===== src/rtl/sfc_pkg.sv =====
`timescale 1ns / 1ps
// sfc_pkg: shared widths, plane type and relation codes for the sphere/frustum classifier.
// No dependencies.
package sfc_pkg;

	localparam int COORD_WIDTH      = 16;
	localparam int NORMAL_FRAC_BITS = 14;
	localparam int NORMAL_WIDTH     = 16;
	localparam int OFFSET_WIDTH     = 16;
	localparam int RADIUS_WIDTH     = COORD_WIDTH - 1;
	localparam int PLANE_COUNT      = 6;
	localparam int PLANE_WIDTH      = 3 * NORMAL_WIDTH + OFFSET_WIDTH;
	localparam int CFG_INDEX_WIDTH  = 3;

	localparam int PROD_WIDTH   = COORD_WIDTH + NORMAL_WIDTH;
	localparam int OFFS_SCALED  = OFFSET_WIDTH + NORMAL_FRAC_BITS;
	localparam int RAD_SCALED   = RADIUS_WIDTH + NORMAL_FRAC_BITS + 1;
	localparam int WIDE_TERM    = (PROD_WIDTH > OFFS_SCALED) ? PROD_WIDTH : OFFS_SCALED;
	localparam int WIDEST       = (WIDE_TERM > RAD_SCALED) ? WIDE_TERM : RAD_SCALED;
	localparam int DIST_WIDTH   = WIDEST + 2;

	typedef logic [PLANE_WIDTH-1:0] plane_t;

	typedef enum logic [1:0] {
		REL_INSIDE  = 2'd0,
		REL_PARTLY  = 2'd1,
		REL_OUTSIDE = 2'd2
	} relation_t;

	typedef struct packed {
		logic outside;
		logic partly;
	} plane_flags_t;

endpackage


===== src/rtl/sfc_plane_unit.sv =====
`timescale 1ns / 1ps
// sfc_plane_unit: three-stage signed distance and radius compare for one plane.
// Depends on sfc_pkg.
module sfc_plane_unit (
	input  logic                                   clk,
	input  sfc_pkg::plane_t                        plane,
	input  logic signed [sfc_pkg::COORD_WIDTH-1:0] center_x,
	input  logic signed [sfc_pkg::COORD_WIDTH-1:0] center_y,
	input  logic signed [sfc_pkg::COORD_WIDTH-1:0] center_z,
	input  logic [sfc_pkg::RADIUS_WIDTH-1:0]       radius_s2,
	output sfc_pkg::plane_flags_t                  flags_s3
);
	import sfc_pkg::*;

	logic signed [NORMAL_WIDTH-1:0] nx, ny, nz;
	logic signed [OFFSET_WIDTH-1:0] offset;
	logic signed [PROD_WIDTH-1:0]   px_s1, py_s1, pz_s1;
	logic signed [DIST_WIDTH-1:0]   dist_s2;
	logic signed [DIST_WIDTH-1:0]   rs;
	plane_flags_t                   flags_s3_r;

	assign nx     = plane[NORMAL_WIDTH-1:0];
	assign ny     = plane[2*NORMAL_WIDTH-1:NORMAL_WIDTH];
	assign nz     = plane[3*NORMAL_WIDTH-1:2*NORMAL_WIDTH];
	assign offset = plane[PLANE_WIDTH-1:3*NORMAL_WIDTH];

	assign rs = DIST_WIDTH'({1'b0, radius_s2}) <<< NORMAL_FRAC_BITS;

	always_ff @(posedge clk) begin
		px_s1 <= PROD_WIDTH'(nx) * PROD_WIDTH'(center_x);
		py_s1 <= PROD_WIDTH'(ny) * PROD_WIDTH'(center_y);
		pz_s1 <= PROD_WIDTH'(nz) * PROD_WIDTH'(center_z);

		// the user must keep offset stable while items are in flight; this block does not enforce it
		dist_s2 <= DIST_WIDTH'(px_s1) + DIST_WIDTH'(py_s1) + DIST_WIDTH'(pz_s1)
			+ (DIST_WIDTH'(offset) <<< NORMAL_FRAC_BITS);

		flags_s3_r.outside <= dist_s2 < -rs;
		flags_s3_r.partly  <= dist_s2 < rs;
	end

	assign flags_s3 = flags_s3_r;

endmodule


===== config.mk =====
export PLATFORM = sky130hd
export DESIGN_NAME = sfc_plane_unit
export DESIGN_NICKNAME = d
export VERILOG_FILES = /design/src/rtl/sfc_pkg.sv /design/src/rtl/sfc_plane_unit.sv
export SDC_FILE = /design/constraint.sdc
export NUM_CORES = 2
export LEC_CHECK = 0
export BUFFER_PORTS_ARGS = -buffer_cell sky130_fd_sc_hd__buf_4
export CAP_MARGIN = 20
export CORE_ASPECT_RATIO = 1.4
export CORE_MARGIN = 2
export CORE_UTILIZATION = 55
export CTS_CLUSTER_SIZE = 14
export DETAILED_ROUTE_END_ITERATION = 8
export PLACE_DENSITY = 0.72
export SLEW_MARGIN = 15
export SYNTH_ARGS = -nofsm -noshare
export SYNTH_HDL_FRONTEND = slang
export SYNTH_SLANG_ARGS = --single-unit

===== constraint.sdc =====
create_clock -name clk -period 8.7 [get_ports clk]
set_clock_uncertainty 0.15 [all_clocks]
set_input_delay 1.74 -clock clk [delete_from_list [all_inputs] [get_ports clk]]
set_output_delay 1.74 -clock clk [all_outputs]
set_load 0.05 [all_outputs]

### After elaboration in Yosys (flattened, before gate mapping)

Cells that the tools add are included.

* output and inout bits: 2
* logic and storage cells: 15
* bits of input ports: 128
* flip-flop bits (word level): 132

* $lt $le $gt $ge: 2
* $mul: 3
* add/sub/neg operators: 4

Operators with widths (number)
* multiplier 16 x 16 -> 32 bit: 3
* adder 33 x 32 -> 34 bit: 1
* adder 34 x 30 -> 34 bit: 1
* < comparator 34 x 30 -> 1 bit: 1
* < comparator 34 bit: 1
* negator 29 -> 34 bit: 1
* adder 32 x 32 -> 33 bit: 1

### Longest topological paths before layout

* depth after elaboration: 3
* gate-level depth with buffers: 24
* mapped depth without buffers: 23

### Worst setup path before layout

OpenSTA, ideal clock, no wires.

* kind: input to register
* from: in plane[15]
* to: reg px_s1[30]
* library setup time: 0.079 ns
* slack: 1.025 ns
* cell stages on the path: 20
* arrival: 7.446 ns
* buffers on the path: 1
* data required time: 8.471 ns
* path through: clkbuf_1 -> nand2_1 -> inv_1 -> fa_1 -> fa_1 -> fa_1 -> fa_1 -> fa_1 -> inv_1 -> fa_1 -> inv_1 -> ha_1 -> a21oi_1 -> nor2b_1 -> o21ai_0 -> nand2b_1 -> or3_1 -> o221ai_1 -> or4b_1 -> o211ai_1

* longest elaborated chain between the ends: 1

Ends and longest elaborated chain
* start, declared: line sfc_plane_unit.sv:6 `input sfc_pkg::plane_t plane,`
* multiplier 16 x 16 -> 32 bit: line sfc_plane_unit.sv:30 `px_s1 <= PROD_WIDTH'(nx) * PROD_WIDTH'(center_x);`
* end signal, assigned: line sfc_plane_unit.sv:30
* end, declared: line sfc_plane_unit.sv:17 `logic signed [PROD_WIDTH-1:0] px_s1, py_s1, pz_s1;`

No other way between the ends.

### Worst setup path in the final report

* from: in center_x[15] (netlist bit)
* to: reg px_s1[31]

* longest elaborated chain between the ends: 1

Ends and longest elaborated chain
* start, declared: line sfc_plane_unit.sv:7 `input logic signed [sfc_pkg::COORD_WIDTH-1:0] center_x,`
* multiplier 16 x 16 -> 32 bit: line sfc_plane_unit.sv:30

No other way between the ends.

==> flow_metrics.env <==
export IMPL_areaGrowthSynthToFinish_pct=6.467
export IMPL_timing_fmax_ghz=0.1303
export IMPL_cts_sinks=118
export IMPL_worst_pin_slew_ns=0.7279
export IMPL_grt_pass1_wl_um=138600
export IMPL_ys_warn_count=0
export IMPL_maxCapViolCount=0
export IMPL_num_rows=109
export IMPL_cp_startpoint="center_x[15]"
export IMPL_hold_violations=0
export IMPL_r2r_slack_ns=4.30
export IMPL_ys_flop_type="dfxtp_1"
export IMPL_yosys_cell_count_top_type="inv_1"
export IMPL_ys_types=65
export IMPL_ys_async_sr_fraction=0
export IMPL_detail_route_antenna_nets=0
export IMPL_synth_edf_count=0
export IMPL_drt_initial_drc_count=1267
export IMPL_timing_slew_headroom=0.5096
export IMPL_critPathSlowestCell="fa_1"
export IMPL_fin_setup_tns_ns=0
export IMPL_grt_use_total=0.2686
export IMPL_synth_area_per_cell_um2=9.443
export IMPL_crit_path_max_fanout=13
export IMPL_die_y_um=303.5
export IMPL_whs_ns=0.3866
export IMPL_dpl_hpwl_um=71050
export IMPL_synth_largest_area_cell="fa_1"
export IMPL_num_io_pins=130
export IMPL_seq_area_frac_synth=0.06705
export IMPL_ys_top_cells_by_area="fa_1, ha_1, inv_1"
export IMPL_crit_path_start_kind="input pin"
export IMPL_final_nets=5069
export IMPL_cts_buffers=17
export IMPL_dr_pass1_iters=5
export IMPL_critPathTopFamily="adder cells"
export IMPL_antenna_found_initial=6
export IMPL_ctsResizeCount=0
export IMPL_place_congestion=0.9420
export IMPL_post_route_period_util=0.8824
export IMPL_pre_cts_slack_ns=0.5976
export IMPL_syn_area_um2=35230
export IMPL_postCtsSetupRepairBufs=0
export IMPL_timing_critical_path_buf_inv=4
export IMPL_drt_total_wl_um=83600
export IMPL_min_path_type="reg -> reg"
export IMPL_worstPathRequired_ns=8.84
export IMPL_grt_max_degree=17
export IMPL_cp_end_kind="flip-flop"
export IMPL_via_count=24744
export IMPL_yosysTopAreaCellShare=0.4756
export IMPL_syn_num_nets=5022
export IMPL_crit_type="in -> reg"
export IMPL_cp_slowest_stage_delay_ns=0.56
export IMPL_crit_path_cell_trace="buf_4 -> inv_1 -> nor2_1 -> fa_1 -> fa_1 -> fa_1 -> fa_1 -> fa_1 -> inv_1 -> fa_1 -> inv_1 -> ha_1 -> nand3_1 -> or3_1 -> nand3b_1 -> a21boi_0 -> a221oi_1 -> o21ai_0 -> and4_1 -> nor3_1"
export IMPL_rr_startpoint="px_s1[2]"
export IMPL_synth_cells=3731
export IMPL_start_util=0.5567
export IMPL_port_buffers=129
export IMPL_postCtsHoldBufs=0
export IMPL_status="complete, no violations"
export IMPL_crit_top_cell="fa_1"
export IMPL_avgRoutedWirePerCell_um=18.08
export IMPL_grt_pass1_vias=27487
export IMPL_worstHoldStart="dist_s2[33]"
export IMPL_htree_levels=4
export IMPL_cts_tree="yes"
export IMPL_die_area_um2=66120
export IMPL_layout_setup_ws_ns=1.023
export IMPL_rsz0062_at_grt="no"
export IMPL_clock_path_buffers=2
export IMPL_layout_min_cycle_time_ns=7.677
export IMPL_vias_per_cell=5.350
export IMPL_die_w_um=217.9
export IMPL_grt_remaining_overflow=0
export IMPL_insertion_delay_ns=0.42
export IMPL_synth_seq_cells=118
export IMPL_core_um2=63280
export IMPL_cts_clk_slew_worst_paths_ns=0.06
export IMPL_clock_tree_root_cell="clkbuf_16"
export IMPL_drive_gt1_frac=0.04748
export IMPL_finalMaxSlewViolations=0
export IMPL_drcViolationCount=0
export IMPL_synthTopCellsByCount="inv_1, fa_1, nand2_1, and2_1, ha_1"
export IMPL_arrival_ns=7.82
export IMPL_setup_violations_final=0
[placed cells by master, fill, tap and decap left out, drive strengths merged, types with 20 or more instances in the layout]
master  Yosys  routed
a21o       45      45
a21oi      83      83
and2      372     372
buf         1     131
dfxtp     118     118
fa        837     837
ha        326     326
inv       891     895
nand2     401     401
nand2b     21      21
nor2      109     109
nor3       31      31
o21a       20      20
o21ai      61      61
xnor2     113     113
xor2       24      24
[layout make-up]
class / count / area (um2)
fill: 5587 / 25770
antenna: 2 / 5.005
multi-input combinational: 2619 / 29130
clock inverter: 13 / 191.4
inverter: 891 / 3344
sequential: 118 / 2362
clock buffer: 19 / 452.9
tap: 832 / 1041
timing repair buffer: 131 / 983.4
[worst paths after layout]
path	endpoint	cells after the start
hold reg to reg	flags_s3[0]	1
setup / recovery	px_s1[31]	20
setup reg to reg	dist_s2[32]	13
hold / removal	flags_s3[0]	1
[flip-flops by register name, summed over array words and instances, names as in the netlist]
signal and cells:
pz_s1 32, px_s1 32, py_s1 32, dist_s2 20, flags_s3 2
[per-layer routing]
metal,track usage,wire [um],vias to the layer above
li1,-,-,11210
met1,0.3029,30450,12706
met2,0.5099,45660,607
met3,0.02599,3137,211
met4,0.1215,4286,10
met5,0,64,-
[metrics by stage]
stage	std cells	instance area (um2)	utilization
CTS	4623	37500	0.5927
floorplan	3731	35230	-
global placement	4591	36860	0.5825
detailed placement	4591	36860	0.5825
global route	4623	37500	0.5927
finish	4625	37510	0.5927
[cell families (layout without fill, tap and decap cells)]
kind of cell / Yosys count / in the layout / share of synthesized area
AOI/OAI and AO/OA: 301 / 301 / 0.05768
xor gates and xnor gates: 137 / 137 / 0.03406
adders and majority gates: 1163 / 1163 / 0.5914
buffers and inverters: 994 / 1054 / 0.1062
DFF: 118 / 118 / 0.06705
muxes: 1 / 1 / 0.0002841
other: 0 / 2 / 0
and+or+nand+nor: 1017 / 1017 / 0.1434
Power is not shown: default switching activity piles up to over one toggle a cycle in this logic, so the estimate is an artifact.
