File: src/rtl/sfc_pkg.sv
`timescale 1ns / 1ps
// sfc_pkg: shared widths, plane type and relation codes for the sphere/frustum classifier.
// No dependencies.
package sfc_pkg;

	localparam int COORD_WIDTH      = 16;
	localparam int NORMAL_FRAC_BITS = 14;
	localparam int NORMAL_WIDTH     = 16;
	localparam int OFFSET_WIDTH     = 16;
	localparam int RADIUS_WIDTH     = COORD_WIDTH - 1;
	localparam int PLANE_COUNT      = 6;
	localparam int PLANE_WIDTH      = 3 * NORMAL_WIDTH + OFFSET_WIDTH;
	localparam int CFG_INDEX_WIDTH  = 3;

	localparam int PROD_WIDTH   = COORD_WIDTH + NORMAL_WIDTH;
	localparam int OFFS_SCALED  = OFFSET_WIDTH + NORMAL_FRAC_BITS;
	localparam int RAD_SCALED   = RADIUS_WIDTH + NORMAL_FRAC_BITS + 1;
	localparam int WIDE_TERM    = (PROD_WIDTH > OFFS_SCALED) ? PROD_WIDTH : OFFS_SCALED;
	localparam int WIDEST       = (WIDE_TERM > RAD_SCALED) ? WIDE_TERM : RAD_SCALED;
	localparam int DIST_WIDTH   = WIDEST + 2;

	typedef logic [PLANE_WIDTH-1:0] plane_t;

	typedef enum logic [1:0] {
		REL_INSIDE  = 2'd0,
		REL_PARTLY  = 2'd1,
		REL_OUTSIDE = 2'd2
	} relation_t;

	typedef struct packed {
		logic outside;
		logic partly;
	} plane_flags_t;

endpackage

File: src/rtl/sfc_plane_regs.sv
`timescale 1ns / 1ps
// sfc_plane_regs: configuration file holding the six frustum planes.
// Depends on sfc_pkg.
module sfc_plane_regs (
	input  logic                                clk,
	input  logic                                arst_n,
	input  logic                                cfg_we,
	input  logic [sfc_pkg::CFG_INDEX_WIDTH-1:0] cfg_index,
	input  logic [sfc_pkg::PLANE_WIDTH-1:0]     cfg_data,
	output sfc_pkg::plane_t                     planes [sfc_pkg::PLANE_COUNT]
);
	import sfc_pkg::*;

	plane_t plane_q [PLANE_COUNT];

	always_ff @(posedge clk or negedge arst_n) begin
		if (!arst_n) begin
			for (int i = 0; i < PLANE_COUNT; i++) begin
				plane_q[i] <= '0;
			end
		end else if (cfg_we) begin
			// indexes past the last plane are dropped
			for (int i = 0; i < PLANE_COUNT; i++) begin
				if (cfg_index == CFG_INDEX_WIDTH'(i)) begin
					plane_q[i] <= cfg_data;
				end
			end
		end
	end

	assign planes = plane_q;

endmodule

File: config.mk
export PLATFORM = sky130hd
export DESIGN_NAME = sfc_plane_regs
export DESIGN_NICKNAME = d
export VERILOG_FILES = /design/src/rtl/sfc_pkg.sv /design/src/rtl/sfc_plane_regs.sv
export SDC_FILE = /design/constraint.sdc
export NUM_CORES = 1
export LEC_CHECK = 0
export BUFFER_PORTS_ARGS = -buffer_cell sky130_fd_sc_hd__buf_2
export CORE_UTILIZATION = 47
export CTS_CLUSTER_DIAMETER = 100
export DETAILED_ROUTE_END_ITERATION = 7
export PLACE_DENSITY_LB_ADDON = 0.12
export SYNTH_ARGS = -nofsm -noshare
export SYNTH_HDL_FRONTEND = slang
export SYNTH_SLANG_ARGS = --single-unit
File: constraint.sdc
create_clock -name clk -period 0.8 [get_ports clk]
set_input_delay 0.04 -clock clk [delete_from_list [all_inputs] [get_ports clk]]
set_output_delay 0.04 -clock clk [all_outputs]
set_load 0.1 [all_outputs]
==> results list, run 1 <==
- The root buffer cell chosen for the clock tree is sky130_fd_sc_hd__clkbuf_16.
- Counting flops with an async set or reset pin after synthesis yields a share of 100%.
- Post-CTS timing repair inserted between 200 and 250 buffers for setup.
- Post-synthesis cell count: 816
- The longest clock path from root to sink contains 3 buffers.
- Count of input and output buffers: around 450
- between 400 and 500 I/O pins were placed.
- Buffers inserted during clock tree synthesis total between 40 and 50.
- Number of register bits inferred by synthesis: between 300 and 400
* Post-Synthesis Cell Area: between 15,000 and 20,000 µm²
- The clock tree synthesis step divided the H-tree into 2 levels.
- Portion of the post-synthesis area used by sequential elements: 62.6%
* Synth cell types: 10
* Number of placement rows: 65
* Stage reached: clock tree synthesis
* Number of nets in the synthesized netlist: around 890
* Top FF cell, synth: sky130_fd_sc_hd__dfrtp_1
- Main area contributors after synthesis: sky130_fd_sc_hd__dfrtp_1 (63%), sky130_fd_sc_hd__mux2_4 (19%), sky130_fd_sc_hd__mux2_2 (14%)
- Number of synthesized flops with an enable pin: 0
* Run status: did not finish
- Final weighted congestion in routability-driven placement: 0.820
- Y dimension of the die: between 150 and 200 µm
* Most common cell in the synthesized netlist: sky130_fd_sc_hd__dfrtp_1
- Dividing the synthesized area by the synthesized cell count gives ~19 µm².
- The Yosys step of the flow raised 0 warnings.
* First logged error message: [ERROR DPL-0038] Utilization greater than 100%, impossible to legalize
- The synthesized design devotes to its leading area cell type a little over three fifths of total area.
- Initial standard-cell utilization of the core: 48.2%
- After legalization and detailed placement, the total HPWL measured just over 40,000 µm.
* Total number of clock tree sinks: 384
- Gates resized during post-CTS repair numbered about 530.
- Die width: 183 µm
* Most numerous cell types in the synthesized netlist: sky130_fd_sc_hd__dfrtp_1 (384), sky130_fd_sc_hd__mux2_2 (194), sky130_fd_sc_hd__mux2_4 (190), sky130_fd_sc_hd__buf_12 (24), sky130_fd_sc_hd__buf_4 (12)
- Of all cell types, the one taking the most synthesized area is sky130_fd_sc_hd__dfrtp_1.
- Count of hold-fix buffers inserted at cts: 66
==> per-stage QoR <==
| step | instances | area, µm² | worst slack (ps) | hold WS [ps] |
|---|---|---|---|---|
| floorplan | 816 | 16900 | -286 | -256 |
| global placement | 2094 | 28400 | -547 | -155 |
| detailed placement | 2094 | 28400 | -601 | -153 |
==> logic make-up after synthesis <==
kind of cell	share of synthesized area (%)
muxes	32.8
buffers and inverters	4.08
and+or+nand+nor	0.457
DFF	62.6
==> inputs of run 2 (changes only) <==
CORE_UTILIZATION = 40   (was 47)
CTS_CLUSTER_DIAMETER = not set   (was 100)
PLACE_DENSITY_LB_ADDON = 0.15   (was 0.12)
clock period = 1.05 ns   (was 0.8 ns; I/O delays follow)
==> results list, run 2 <==
* Run status: finished, violations left
- The checks that failed: setup timing.
- Pin placement for this block handled between 400 and 500 I/O pins.
- The worst path uses 117% of the clock period.
- Detailed-placement wirelength estimate: between 30,000 and 40,000 µm
- Area overhead of the layout relative to synthesis: 82.7%
* Number of global-route vias before repair: between 10,000 and 15,000
- Maximum clock rate: 811 MHz
* Max reg flops: about 380
* Post-layout min period: 1230 ps
- Cell chain of the critical path: buf_12
- Number of nets at the end of the flow: around 1,600
* Deepest clock path buffer count: 3
- The initial antenna violation count came to 0.
- The clock reaches the later pin of the worst-skew pair after around 550 ps.
- Counting both buffers and inverters, the worst setup path holds a total of 1.
- The endpoint identified for the worst register-to-register timing path is planes[207]$_DFFE_PN0P_.
* Y dimension of the die: approximately 200 µm
- By instance count, the leading cell after synthesis is sky130_fd_sc_hd__dfrtp_1.
- The setup path with the least slack is of type reg -> out.
- Worst-case vdd ir drop: about 2700 µV
* Routed via count divided by cell count: ~4.8
- PnR worst setup slack: -183 ps
- Clock skew on the completed layout was measured at 0 ps.
* Origin of the critical flop-to-flop path: planes[207]$_DFFE_PN0P_
* Number of register bits inferred by synthesis: between 300 and 400
- Accumulated negative setup slack: -57,010 ps
* Worst r2r path cells: 3
* Post-synthesis cell count: between 800 and 900
- Most numerous cell types in the synthesized netlist: sky130_fd_sc_hd__dfrtp_1 (384), sky130_fd_sc_hd__mux2_2 (194), sky130_fd_sc_hd__mux2_4 (190), sky130_fd_sc_hd__buf_12 (24), sky130_fd_sc_hd__buf_4 (12)
- For the pin with the worst max-slew slack, the measured transition is 571 ps.
- The die covers 39,100 µm².
* Static Leak: around 12 nW
* CTS clock-pin slew for the worst setup and hold paths: 60 ps
* Critical path required time: 1000 ps
* Number of nets in the synthesized netlist: just under 900
* Number of clock buffers inserted by TritonCTS: between 40 and 50
- Post-synthesis async set-or-reset flop share: 100%
- Total non-filler cell area in the finished layout: approximately 28,000 µm²
- The clock net in this run drives a total of 384 sinks.
- In this run the number of H-tree levels came out at 2.
- Counting distinct cell types in the post-synthesis netlist gives 10.
* Average wire per standard cell: ~22 µm
* GRT Overall Usage: between 20% and 30%
- The detailed router finished its first iteration with approximately 280 violations.
- Mean instance size in the synthesized netlist: between 15 and 20 µm²
- Before antenna repair, the detailed router went through 6 iterations.
- The initialized floorplan defines a little over 70 standard-cell rows.
- Final weighted congestion in routability-driven placement: between 0.7 and 0.8
* Pin count of the biggest net entering global routing: 61
- Data on the critical path arrives at its endpoint at 1180 ps.
- In the final layout, the share of cells above drive strength 1 is ~95%.
- Largest area contributor in the netlist: sky130_fd_sc_hd__dfrtp_1
- The top cell type by area accounts for a little over three fifths of the synthesized area.
* Number of design rule violations left after detail routing: 0
- First-pass GRT wire length: around 70,000 µm
- The largest single stage delay on the critical path is 450 ps.
- The worst hold path belongs to the class in -> reg.
* Final Max Tran Viols: 0
* Setup slack of the worst register-to-register path: 0 ps
- Critical Path Sink Type: primary output
- CTS tree: done
- The synthesized design contains 0 enable-type register cells.
* Number of max-cap violations: 0
- Main area contributors after synthesis: sky130_fd_sc_hd__dfrtp_1 (63%), sky130_fd_sc_hd__mux2_4 (19%), sky130_fd_sc_hd__mux2_2 (14%)
* Remaining antenna violation count after routing: 0
- Once the floorplan was initialized, standard cells occupied between 40% and 50% of the core.
* Final setup violation count: 391
* Setup repair after global routing missed its margin: yes
- Leading cell types in the layout, fill and taps excluded: sky130_fd_sc_hd__buf_12 (424), sky130_fd_sc_hd__dfrtp_2 (384), sky130_fd_sc_hd__mux2_4 (241), sky130_fd_sc_hd__mux2_2 (143), sky130_fd_sc_hd__buf_4 (114)
- After synthesis, flip-flops and latches occupy 62.6% of the total area.
* Cell chosen for the clock root: sky130_fd_sc_hd__clkbuf_16
- Wires add up to 46,100 µm.
- In this run the horizontal extent of the chip is 198 µm.
- Post-Synthesis Cell Area: approximately 15,000 µm²
- The worst setup path is launched from a flop.
- Setup crit end: planes[188]
* Post-DP Area: about 25,000 µm²
- The library cell used most frequently in the layout, excluding fill and tap cells, is sky130_fd_sc_hd__buf_12.
- Among all stages on the critical path, the largest delay is contributed by sky130_fd_sc_hd__dfrtp_2.
- Final hold violations: 0
- Tracing the worst setup path back leads to its startpoint at planes[188]$_DFFE_PN0P_.
- For this run, the leading register cell type out of synthesis is sky130_fd_sc_hd__dfrtp_1.
* Antenna cells: 0
- Final Util: between 70 and 80%
- Power comes to about 84 mW.
- Floorplan Core Area: roughly 38,000 µm²
- Across all layers, the routed design uses 9,838 vias.
- For this design the ratio of total power to cell area is approximately 3000 nW/µm².
- Synthesis warning total: 0
* Cell class contributing the biggest share of worst-path delay: flip-flops
- The total overflow left after global routing is 0.
- Slew headroom: 61.8%
- Logic depth of the worst setup path including buffers: 1
- In this run the worst path has a maximum fanout of 2.
* Count of input and output buffers: roughly 450
[run 2: cell counts after synthesis]
Identical to the previous run, type by type.
[run 2: worst min-delay path by stage]
stage                              end  cells past startpoint  slack [ps]   start
2_1_floorplan    planes[0]$_DFFE_PN0P_                      0        -240  arst_n
3_3_place_gp    planes[20]$_DFFE_PN0P_                      1        -110  arst_n
3_5_place_dp    planes[20]$_DFFE_PN0P_                      1        -110  arst_n
4_1_cts        planes[105]$_DFFE_PN0P_                      3          90  arst_n
5_1_grt        planes[128]$_DFFE_PN0P_                      4         140  cfg_we
6_report       planes[128]$_DFFE_PN0P_                      4         130  cfg_we
[run 2: power by group]
part,switching [mW],internal [mW],total [mW]
Combinational,28.9,17.7,46.5
Sequential,3.75,18.7,22.5
Clock,6.00,8.84,14.8
Total,38.6,45.2,83.8
[run 2: worst reg2reg max path: cells and delay by family, from the launching register on]
family                 cells  cell delay (ps)
multiplexers               1              260
flip-flops                 1              430
buffers and inverters      2              240
[run 2: kinds of logic after synthesis]
| kind of cell | synth area share, % |
|---|---|
| multiplexers | 32.8 |
| flip-flops | 62.6 |
| AND/OR/NAND/NOR | 0.457 |
| buffers and inverters | 4.08 |
[run 2: routing by layer]
metal / GRT usage [%] / share of wire [%] / wire [µm] / up-vias
li1: - / - / - / 4284
met1: 29.4 / 40 / 18500 / 5124
met2: 38.2 / 48 / 22200 / 346
met3: 8.19 / 8.2 / 3780 / 84
met4: 9.73 / 3.6 / 1650 / 0
met5: 0 / 0 / 0 / -
[run 2: metrics by stage]
stage | std cells | setup slack (ps) | hold slack [ps]
2_1_floorplan | 816 | -48.4 | -243
3_3_place_gp | 1819 | -326 | -105
3_5_place_dp | 1819 | -376 | -107
4_1_cts | 2019 | -211 | 93.4
5_1_grt | 2052 | -212 | 139
6_report | 2052 | -183 | 126
[run 2: cell type report]
cell class	count	area (µm²)
Multi-Input combinational cell	390	5320
Clock buffer	55	1210
Timing Repair Buffer	693	10600
Fill cell	2147	9640
Sequential cell	384	10100
Tap cell	511	639
Clock inverter	19	181
[run 2: repair_timing]
action                                  4_1_cts  5_1_grt
gates resized for setup                       0       21
pin swaps                                     0        0
buffers inserted                             60       33
endpoints found under the setup margin      384      391
endpoints found under the hold margin       768        7
hold buffers                                 66        1
No activity file was read; power rests on OpenSTA's default activity.
